File: src/rtl/pmcs_pkg.sv
package pmcs_pkg;

	localparam int MAX_PACKET_BYTES = 2048;
	localparam int MARK_COUNT       = 4;

	// Register file layout: four marker slots, one marker byte each
	localparam int MARK_SLOTS = 4;
	localparam int SLOT_W     = $clog2(MARK_SLOTS);
	localparam int POS_W      = 11;
	localparam int MARKERS_W  = 8 * MARK_SLOTS;
	localparam int DATA_W     = 32;
	localparam int ADDR_W     = 5;
	localparam int REG_IDX_W  = ADDR_W - 2;

	// Per-packet counters
	localparam int IDX_W   = $clog2(MAX_PACKET_BYTES + 1);
	localparam int CMP_W   = (IDX_W > POS_W) ? IDX_W : POS_W;
	localparam int MARKS_W = $clog2(MARK_SLOTS + 1);
	localparam int DROP_W  = 32;

	// Register indexes
	localparam logic [REG_IDX_W-1:0] REG_MARKERS = REG_IDX_W'(0);
	localparam logic [REG_IDX_W-1:0] REG_POS_0   = REG_IDX_W'(1);
	localparam logic [REG_IDX_W-1:0] REG_POS_1   = REG_IDX_W'(2);
	localparam logic [REG_IDX_W-1:0] REG_POS_2   = REG_IDX_W'(3);
	localparam logic [REG_IDX_W-1:0] REG_POS_3   = REG_IDX_W'(4);

	// Reset values
	localparam logic [MARKERS_W-1:0] MARKERS_RST = 32'h7573_6A73;
	localparam logic [POS_W-1:0]     POS_0_RST   = POS_W'(55);
	localparam logic [POS_W-1:0]     POS_1_RST   = POS_W'(60);
	localparam logic [POS_W-1:0]     POS_2_RST   = POS_W'(65);
	localparam logic [POS_W-1:0]     POS_3_RST   = POS_W'(70);

	typedef struct packed {
		logic [MARKERS_W-1:0]               marker_bytes;
		logic [MARK_SLOTS-1:0][POS_W-1:0]   mark_pos;
	} cfg_t;

	typedef struct packed {
		logic [7:0] in_byte;
		logic       in_last;
	} item_t;

	typedef struct packed {
		logic              emit;
		logic [7:0]        out_byte;
		logic              out_valid;
		logic              out_last;
		logic              verdict;
		logic [DROP_W-1:0] drop_total;
	} res_t;

endpackage

File: src/rtl/pmcs_check.sv
module pmcs_check (
	input  logic           clk,
	input  logic           arst_n,
	input  pmcs_pkg::cfg_t cfg,
	input  logic           step,
	input  pmcs_pkg::item_t item,
	output pmcs_pkg::res_t res
);
	import pmcs_pkg::*;

	logic [IDX_W-1:0]   byte_idx_q;
	logic               mismatch_q;
	logic [MARKS_W-1:0] marks_q;
	logic [DROP_W-1:0]  drop_q;

	logic [SLOT_W-1:0]  slot;
	logic [7:0]         expect_byte;
	logic               in_range;
	logic               is_mark;
	logic               mismatch_nxt;
	logic [MARKS_W-1:0] marks_nxt;
	logic               drop;
	logic [DROP_W-1:0]  drop_nxt;

	// Compare only the offset of the next expected marker
	assign slot        = marks_q[SLOT_W-1:0];
	assign expect_byte = cfg.marker_bytes[(MARK_SLOTS - 1 - int'(slot)) * 8 +: 8];
	assign in_range    = byte_idx_q < IDX_W'(MAX_PACKET_BYTES);
	assign is_mark     = (marks_q < MARKS_W'(MARK_COUNT)) && in_range &&
	                     (CMP_W'(byte_idx_q) == CMP_W'(cfg.mark_pos[slot]));

	assign mismatch_nxt = mismatch_q | (is_mark && (item.in_byte != expect_byte));
	assign marks_nxt    = is_mark ? marks_q + MARKS_W'(1) : marks_q;
	assign drop         = mismatch_nxt || (marks_nxt < MARKS_W'(MARK_COUNT));
	assign drop_nxt     = drop_q + DROP_W'(drop);

	// Build the result; a marker byte inside the packet yields none
	always_comb begin
		res.emit       = !is_mark || item.in_last;
		res.out_byte   = is_mark ? 8'd0 : item.in_byte;
		res.out_valid  = !is_mark;
		res.out_last   = item.in_last;
		res.verdict    = item.in_last && drop;
		res.drop_total = item.in_last ? drop_nxt : '0;
	end

	// Advance per-packet state; clear it after the final byte
	always_ff @(posedge clk or negedge arst_n) begin
		if (!arst_n) begin
			byte_idx_q <= '0;
			mismatch_q <= 1'b0;
			marks_q    <= '0;
			drop_q     <= '0;
		end else if (step) begin
			if (item.in_last) begin
				byte_idx_q <= '0;
				mismatch_q <= 1'b0;
				marks_q    <= '0;
				drop_q     <= drop_nxt;
			end else begin
				if (in_range) begin
					byte_idx_q <= byte_idx_q + IDX_W'(1);
				end
				mismatch_q <= mismatch_nxt;
				marks_q    <= marks_nxt;
			end
		end
	end

endmodule

File: src/rtl/packet_marker_check_strip.sv
// An accepted byte is held in the input register, then its result in the result register.
// Throughput: one byte per cycle while results are not stalled; marker bytes that do not
// end a packet give no result. The rate is set by the single check stage in between.
// Reset: configuration returns to its default markers and offsets, per-packet state and
// the drop count clear at once, both pipeline registers empty; no clearing pass.
module packet_marker_check_strip (
	input  logic                          clk,
	input  logic                          arst_n,
	input  logic                          psel,
	input  logic                          penable,
	input  logic                          pwrite,
	input  logic [pmcs_pkg::ADDR_W-1:0]   paddr,
	input  logic [pmcs_pkg::DATA_W-1:0]   pwdata,
	output logic [pmcs_pkg::DATA_W-1:0]   prdata,
	output logic                          pready,
	input  logic                          in_valid,
	output logic                          in_stall,
	input  logic [7:0]                    in_byte,
	input  logic                          in_last,
	output logic                          res_valid,
	input  logic                          res_stall,
	output logic [7:0]                    out_byte,
	output logic                          out_valid,
	output logic                          out_last,
	output logic                          verdict,
	output logic [pmcs_pkg::DROP_W-1:0]   drop_total
);
	import pmcs_pkg::*;

	cfg_t                 cfg_q;
	logic [REG_IDX_W-1:0] reg_idx;
	logic                 wr_en;

	logic  valid_s1;
	item_t item_s1;
	res_t  res;
	logic  out_free;
	logic  adv_s1;
	logic  in_take;

	// Register writes and reads
	assign pready  = 1'b1;
	assign reg_idx = paddr[ADDR_W-1:2];
	assign wr_en   = psel && penable && pwrite;

	always_ff @(posedge clk or negedge arst_n) begin
		if (!arst_n) begin
			cfg_q.marker_bytes <= MARKERS_RST;
			cfg_q.mark_pos[0]  <= POS_0_RST;
			cfg_q.mark_pos[1]  <= POS_1_RST;
			cfg_q.mark_pos[2]  <= POS_2_RST;
			cfg_q.mark_pos[3]  <= POS_3_RST;
		end else if (wr_en) begin
			unique case (reg_idx)
				REG_MARKERS: cfg_q.marker_bytes <= pwdata[MARKERS_W-1:0];
				REG_POS_0:   cfg_q.mark_pos[0]  <= pwdata[POS_W-1:0];
				REG_POS_1:   cfg_q.mark_pos[1]  <= pwdata[POS_W-1:0];
				REG_POS_2:   cfg_q.mark_pos[2]  <= pwdata[POS_W-1:0];
				REG_POS_3:   cfg_q.mark_pos[3]  <= pwdata[POS_W-1:0];
				default: ;
			endcase
		end
	end

	always_comb begin
		unique case (reg_idx)
			REG_MARKERS: prdata = DATA_W'(cfg_q.marker_bytes);
			REG_POS_0:   prdata = DATA_W'(cfg_q.mark_pos[0]);
			REG_POS_1:   prdata = DATA_W'(cfg_q.mark_pos[1]);
			REG_POS_2:   prdata = DATA_W'(cfg_q.mark_pos[2]);
			REG_POS_3:   prdata = DATA_W'(cfg_q.mark_pos[3]);
			default:     prdata = '0;
		endcase
	end

	// Flow control: the input stage drains when the result register has room or its byte gives no result
	assign out_free = !res_valid || !res_stall;
	assign adv_s1   = valid_s1 && (out_free || !res.emit);
	assign in_stall = valid_s1 && !adv_s1;
	assign in_take  = in_valid && !in_stall;

	// Input register
	always_ff @(posedge clk or negedge arst_n) begin
		if (!arst_n) begin
			valid_s1 <= 1'b0;
		end else if (in_take) begin
			valid_s1 <= 1'b1;
		end else if (adv_s1) begin
			valid_s1 <= 1'b0;
		end
	end

	always_ff @(posedge clk) begin
		if (in_take) begin
			item_s1.in_byte <= in_byte;
			item_s1.in_last <= in_last;
		end
	end

	pmcs_check u_check (
		.clk    (clk),
		.arst_n (arst_n),
		.cfg    (cfg_q),
		.step   (adv_s1),
		.item   (item_s1),
		.res    (res)
	);

	// Result register: load a new result, or drop the old one once taken
	always_ff @(posedge clk or negedge arst_n) begin
		if (!arst_n) begin
			res_valid <= 1'b0;
		end else if (out_free) begin
			res_valid <= adv_s1 && res.emit;
		end
	end

	always_ff @(posedge clk) begin
		if (out_free && adv_s1 && res.emit) begin
			out_byte   <= res.out_byte;
			out_valid  <= res.out_valid;
			out_last   <= res.out_last;
			verdict    <= res.verdict;
			drop_total <= res.drop_total;
		end
	end

	// A result inside a packet always carries a passed byte and no verdict
	a_mid_packet: assert property (@(posedge clk) disable iff (!arst_n)
		res_valid && !out_last |-> out_valid && !verdict && (drop_total == '0))
		else $error("mid-packet result without byte or with verdict");

	// A stripped marker byte shows as zero
	a_strip_zero: assert property (@(posedge clk) disable iff (!arst_n)
		res_valid && !out_valid |-> (out_byte == 8'd0) && out_last)
		else $error("stripped marker result malformed");

	// Input stage only stalls while it holds a transaction and the output is blocked
	a_stall_cause: assert property (@(posedge clk) disable iff (!arst_n)
		in_stall |-> valid_s1 && res_valid && res_stall)
		else $error("input stalled without a blocked output");

endmodule

File: config.mk
export PLATFORM = sky130hd
export DESIGN_NAME = packet_marker_check_strip
export DESIGN_NICKNAME = d
export VERILOG_FILES = /design/src/rtl/pmcs_pkg.sv /design/src/rtl/pmcs_check.sv /design/src/rtl/packet_marker_check_strip.sv
export SDC_FILE = /design/constraint.sdc
export NUM_CORES = 1
export LEC_CHECK = 0
export ABC_CLOCK_PERIOD_IN_PS = 4800
export BUFFER_PORTS_ARGS = -buffer_cell sky130_fd_sc_hd__buf_2
export CORE_MARGIN = 5
export CORE_UTILIZATION = 55
export CTS_CLUSTER_SIZE = 10
export DETAILED_ROUTE_END_ITERATION = 6
export GPL_TIMING_DRIVEN = 0
export PLACE_DENSITY = 0.89
export SYNTH_ARGS = -nofsm -noshare
export SYNTH_HDL_FRONTEND = slang
export SYNTH_SLANG_ARGS = --single-unit
File: constraint.sdc
create_clock -name clk -period 4.8 [get_ports clk]
set_input_delay 0.96 -clock clk [delete_from_list [all_inputs] [get_ports clk]]
set_output_delay 0.96 -clock clk [all_outputs]
set_load 0.01 [all_outputs]
==> results.yml, run 1 <==
status:
  status: "finished, final reports clean"
setup_path:
  critPathCaptureType: "register"
  crit_fanout: 19
  worstPathRequired_ns: 4.96
  arrival_ns: 4.66
  worstSetupStartpointType: "register"
  r2r-start: "u_check.marks_q[1]"
  crit_path_start: "u_check.marks_q[1]"
  path_class: "reg2reg"
timing:
  fmax_mhz: 222.0
  slew_violations: 0
  fin_skew_ns: 0.01028
  hold_viol: 0
  post-route-min-period_ns: 4.504
  tns_ns: 0
  worstMarginPinSlew_ns: 1.027
  fin_crit_sh_pct: 93.83
  holdWs_ns: 0.4300
  setup_viol: 0
  rsz0062_at_grt: "false"
  maxSlewHeadroom_pct: 30.90
grt:
  grt_pass1_vias: 6282
  grt_start_max_net_pins: 92
  grt_use_total_pct: 22.90
  antenna_found_initial: 0
  overflow: 0
  grt_pass1_wl_um: 32660
place:
  io_buffer_count: 126
  gp_congestion: 0.8668
  hpwl_um: 14520
synth:
  synthAdderAreaFrac_pct: 0.7129
  ys_seq_elements: 178
  synth_nets: 781
  avgSynthCellArea_um2: 12.14
  synth_top_family_by_area: "multiplexers"
  synth-xor-area-share_pct: 7.984
  syn-instance-count: 723
  synthMuxAreaShare_pct: 16.10
  netlist_area_um2: 8776
  yosysTopAreaCell: "dfrtp_1"
  synth_compound_area_share_pct: 4.933
  ys.warnings.count: 0
  ys_seq_area_share_pct: 54.19
  synth_simple_gate_area_share_pct: 13.43
  yosysTopAreaCellShare_pct: 26.52
  ys_types: 48
  ys_top_cells_by_area: "dfrtp_1, edfxtp_1, dfstp_2, mux2_2, xnor2_1"
floorplan:
  ios: 131
  die_h_um: 136.3
  initial_core_util_pct: 55.65
  design.die.area_um2: 18580
  num_rows: 46
  die_w_um: 136.3
  core_um2: 15770
final_layout:
  drive_gt1_share_pct: 33.83
  layout_common_cells: "buf_2, dfrtp_1, mux2_2"
  fillerInstances: 1150
  areaGrowthSynthToFinish_pct: 18.13
  antenna_cells: 0
  final_common_cell: "buf_2"
  nNetsFinal: 926
power_and_ir_drop:
  power_density_nw_per_um2: 441.4
  vdd_drop_max_v: 0.0003031
  leakagePower_nw: 4.377
  power.total_mw: 4.576
route:
  routed-via-count: 6336
  drc_errors: 0
  drtIter0Drc: 514
  routedWlPerCell_um: 18.90
  avgViaCountPerCell: 5.776
  drt_wl_total_um: 20730
  ant_nets: 0
  dr.pass1.iters: 5
cts:
  clock_path_buffers: 2
  post_cts_buffers: 0
  tritoncts: "yes"
  cts-root-buf: "clkbuf_16"
  cts.sinks: 178
  clkTransAtPathRegs_ns: 0.07
  cts_max_level: 4
  cts_buffers: 17
  clk_latency_ns: 0.43
worst_hold_path:
  hp-class: "in2async"
flow_run:
  cap_violations: 0
area by class of cell:
type	count	area, µm²	area share, %
plain buffers	41	187.7	1.810
multi-input cells	493	3805	36.70
clock buffers	18	439.2	4.236
flip-flops and latches	178	4756	45.87
well taps	216	270.3	2.607
clock inverters	14	191.4	1.846
repair buffers	128	684.4	6.602
inverters	9	33.78	0.3259
synth_stat cells (all sizes together):
| library cell | count |
|---|---|
| nor4 | 7 |
| a22o | 4 |
| a2111o | 1 |
| clkbuf | 31 |
| a221oi | 1 |
| o221ai | 1 |
| and4 | 3 |
| nor2b | 1 |
| nand2 | 57 |
| a21o | 1 |
| edfxtp | 52 |
| a31oi | 1 |
| mux4 | 14 |
| clkinv | 1 |
| o211ai | 1 |
| mux2 | 77 |
| nand3 | 25 |
| and2 | 37 |
| and3 | 15 |
| or2 | 1 |
| or3 | 5 |
| a211oi | 2 |
| buf | 12 |
| a221o | 17 |
| a22oi | 1 |
| nor2 | 49 |
| a21oi | 8 |
| o21ai | 19 |
| inv | 8 |
| nand4 | 9 |
| xor2 | 32 |
| mux2i | 23 |
| o32ai | 1 |
| nor3b | 9 |
| nand2b | 2 |
| dfrtp | 93 |
| ha | 5 |
| xnor2 | 48 |
| conb | 1 |
| nor3 | 15 |
| dfstp | 33 |
flip-flops by register name (all words and copies together) (netlist names):
| signal | flops |
|---|---|
| cfg_q | 76 |
| drop_total | 32 |
| u_check.drop_q | 32 |
| u_check.byte_idx_q | 12 |
| item_s1 | 9 |
| out_byte | 8 |
| u_check.marks_q | 3 |
| out_last | 1 |
| out_valid | 1 |
| res_valid | 1 |
| u_check.mismatch_q | 1 |
| valid_s1 | 1 |
| verdict | 1 |
critical path, cell delays in order, from the launching register on:
cell      delay [ns]
dfrtp_1         0.38
buf_6           0.19
buf_4           0.33
mux2i_1         0.32
xor2_1          0.18
nand4_1         0.13
a221oi_2        0.43
nand2_1         0.22
nor4_2          0.33
a21oi_1         0.12
ha_1            0.21
ha_1            0.23
nand3_1         0.15
nor2_1          0.10
and4_1          0.31
and3_1          0.27
nand2_1         0.10
xor2_1          0.15
nor2_1          0.06
final timing paths:
check	end	slack (ns)	cells after the start
max reg2reg	drop_total[28]	0.30	18
min in group clk	u_check.drop_q[31]	0.50	1
min	cfg_q[71]	0.43	1
min reg2reg	u_check.drop_q[31]	0.50	1
max in group asynchronous	cfg_q[28]	3.59	2
max	drop_total[28]	0.30	18
where the power goes:
part	total [mW]	internal, mW	switching (mW)
clock network	1.46	0.851	0.610
registers	2.02	1.84	0.181
logic	1.10	0.535	0.562
through the flow:
stage	setup slack, ns	instances	util, %	cell area (µm²)
after detailed placement	0.06024	1067	61.75	9738
after floorplan	0.8501	723	-	8776
after global routing	0.02075	1097	65.74	10370
after CTS	0.1552	1098	65.73	10360
final	0.2963	1097	65.74	10370
after global placement	0.1814	1065	61.36	9677
per-layer routing:
layer	wire length [µm]	up-vias	GRT usage, %
li1	-	2872	-
met1	8225	3154	28.86
met2	10700	276	39.79
met3	1467	34	5.070
met4	340	0	6.663
met5	0	-	0
what timing repair did:
item | 4_1_cts | 5_1_grt
setup endpoints to repair | 1 | 3
gates resized for setup | 0 | 1
hold buffers | 0 | 0
kinds of logic (layout without fill, tap and decap cells):
logic type | after synthesis | in the layout
AND/OR/NAND/NOR | 235 | 235
AO/OA/AOI/OAI | 58 | 58
flip-flops | 178 | 178
adder cells (fa/ha/maj) | 5 | 5
multiplexers | 114 | 114
buffers and inverters | 52 | 210
XOR/XNOR | 80 | 80
other | 1 | 1
Note: power is estimated with default switching activity, not from simulation.
==> run 2: changes to the inputs <==
--- a/config.mk
+++ b/config.mk
@@ -7,6 +7,7 @@
 export LEC_CHECK = 0
 export ABC_CLOCK_PERIOD_IN_PS = 4800
 export BUFFER_PORTS_ARGS = -buffer_cell sky130_fd_sc_hd__buf_2
+export CORE_ASPECT_RATIO = 1.25
 export CORE_MARGIN = 5
 export CORE_UTILIZATION = 55
 export CTS_CLUSTER_SIZE = 10
==> run 2 against run 1 <==
  * Register-to-register slack gained 0.02 ns
  * Routed wire length shrank 3.2%
  * Design area shrank 0.88%
  * Combinational power about the same
  * Global-route usage shrank 0.49 points
  * Largest power group unchanged
  * Clock power decreased by 12%
  * Total power fell by 3.9%
  * Sequential cell count stayed put
  * Hold slack better by 0.0013 ns
==> results.yml, run 2 (synthesis results as in run 1) <==
route:
  drt_wl_total_um: 20080
  routedWlPerCell_um: 18.35
  dr.pass1.iters: 5
  drc_errors: 0
  drtIter0Drc: 404
  routed-via-count: 6211
  ant_nets: 0
  avgViaCountPerCell: 5.677
worst_hold_path:
  hp-class: "in2async"
grt:
  grt_start_max_net_pins: 88
  overflow: 0
  grt_pass1_vias: 6144
  grt_use_total_pct: 22.41
  grt_pass1_wl_um: 31830
  antenna_found_initial: 0
final_layout:
  regMostFlops: "cfg_q"
  top_regs: "cfg_q: 76 flops, drop_total: 32 flops, u_check.drop_q: 32 flops"
  areaGrowthSynthToFinish_pct: 17.09
  drive_gt1_share_pct: 33.67
  largest_register_ffs: 76
  nNetsFinal: 927
  layout_common_cells: "buf_2, dfrtp_1, mux2_2"
  final_common_cell: "buf_2"
  antenna_cells: 0
power_and_ir_drop:
  power_density_nw_per_um2: 427.9
  leakagePower_nw: 4.336
  vdd_drop_max_v: 0.0002704
  p_clk_share_pct: 29.2
  p_seq_share_pct: 45.8
  netSwitchingPower_mw: 1.340
  combPwrFrac_pct: 24.9
  p_int_mw: 3.057
  power.total_mw: 4.398
  sw_frac_of_total_pct: 30.48
place:
  gp_congestion: 0.8780
  hpwl_um: 14240
  io_buffer_count: 126
timing:
  slew_violations: 0
  hold_viol: 0
  fmax_mhz: 223.0
  fin_crit_sh_pct: 93.40
  setup_viol: 0
  maxSlewHeadroom_pct: 38.78
  holdWs_ns: 0.4313
  worstMarginPinSlew_ns: 0.9099
  fin_skew_ns: 0.009865
  rsz0062_at_grt: "false"
  tns_ns: 0
  post-route-min-period_ns: 4.483
floorplan:
  num_rows: 51
  core_um2: 15630
  initial_core_util_pct: 56.13
  die_w_um: 123.0
  ios: 131
  design.die.area_um2: 18600
  die_h_um: 151.2
flow_run:
  cap_violations: 0
cts:
  cts-root-buf: "clkbuf_16"
  post_cts_buffers: 0
  tritoncts: "yes"
  cts.sinks: 178
  clk_latency_ns: 0.43
  cts_max_level: 4
  clkTransAtPathRegs_ns: 0.07
  cts_buffers: 17
  clock_path_buffers: 2
setup_path:
  crit_fanout: 10
  critPathCaptureType: "register"
  r2r_end: "drop_total[18]"
  worstSetupStartpointType: "register"
  r2r_cells: 17
  worstPathRequired_ns: 5.06
  r2r_slack_ns: 0.32
  path_class: "reg2reg"
  r2r-start: "u_check.marks_q[1]"
  arrival_ns: 4.74
status:
  status: "finished, final reports clean"
run 2: worst max-delay path by stage:
| stage | from | end | depth (start not counted) |
|---|---|---|---|
| after floorplan | u_check.marks_q[1] | drop_total[28] | 20 |
| after global placement | u_check.marks_q[1] | drop_total[28] | 20 |
| after detailed placement | u_check.marks_q[1] | drop_total[28] | 20 |
| after CTS | u_check.marks_q[1] | drop_total[28] | 20 |
| after global routing | u_check.marks_q[1] | drop_total[18] | 17 |
| final | u_check.marks_q[1] | drop_total[18] | 17 |
run 2: layout make-up:
cell class,count,area (µm²)
Inverter,9,33.78
Timing Repair Buffer,128,684.4
Clock buffer,18,439.2
Buffer,42,192.7
Tap cell,212,265.3
Fill cell,1166,5358
Sequential cell,178,4756
Clock inverter,14,106.4
Multi-Input combinational cell,493,3799
run 2: power by group through the flow:
stage	registers [mW]	clock network [mW]	logic [mW]
after floorplan	2.00	0	0.772
after global placement	2.03	0	1.06
after detailed placement	2.04	0	1.09
after CTS	2.01	1.30	1.10
after global routing	2.04	1.37	1.19
final	2.02	1.29	1.10
run 2: critical path, stage by stage (launching register included):
cell	delay, ns
dfrtp_1	0.38
buf_6	0.18
buf_4	0.25
clkbuf_2	0.33
mux4_2	0.59
xnor2_1	0.14
nand4_1	0.09
nor2_1	0.06
inv_1	0.06
nor4_1	0.05
a21oi_1	0.20
ha_1	0.19
ha_1	0.22
nand3_1	0.16
nor3_1	0.59
nand2_1	0.26
or3_1	0.35
a21oi_1	0.20
run 2: through the flow:
step | cells | utilization [%] | instance area (µm²) | worst slack, ns
floorplan | 723 | - | 8776 | 0.8501
global placement | 1061 | 61.86 | 9672 | 0.08815
detailed placement | 1063 | 62.26 | 9733 | 0.09334
CTS | 1095 | 65.75 | 10280 | 0.03403
global route | 1094 | 65.73 | 10280 | 0.03997
finish | 1094 | 65.73 | 10280 | 0.3167
run 2: repair_timing:
action                                 4_1_cts  5_1_grt
resized for setup                            0        1
hold buffers                                 0        0
setup endpoints to repair                    0       12
endpoints found under the hold margin        0        0
run 2: layer usage:
layer | GRT usage [%] | vias up | wire (µm)
met5 | 0 | - | 0
met4 | 10.30 | 0 | 690
met3 | 4.034 | 41 | 1226
met2 | 38.17 | 216 | 10210
met1 | 27.74 | 3086 | 7952
li1 | - | 2868 | -
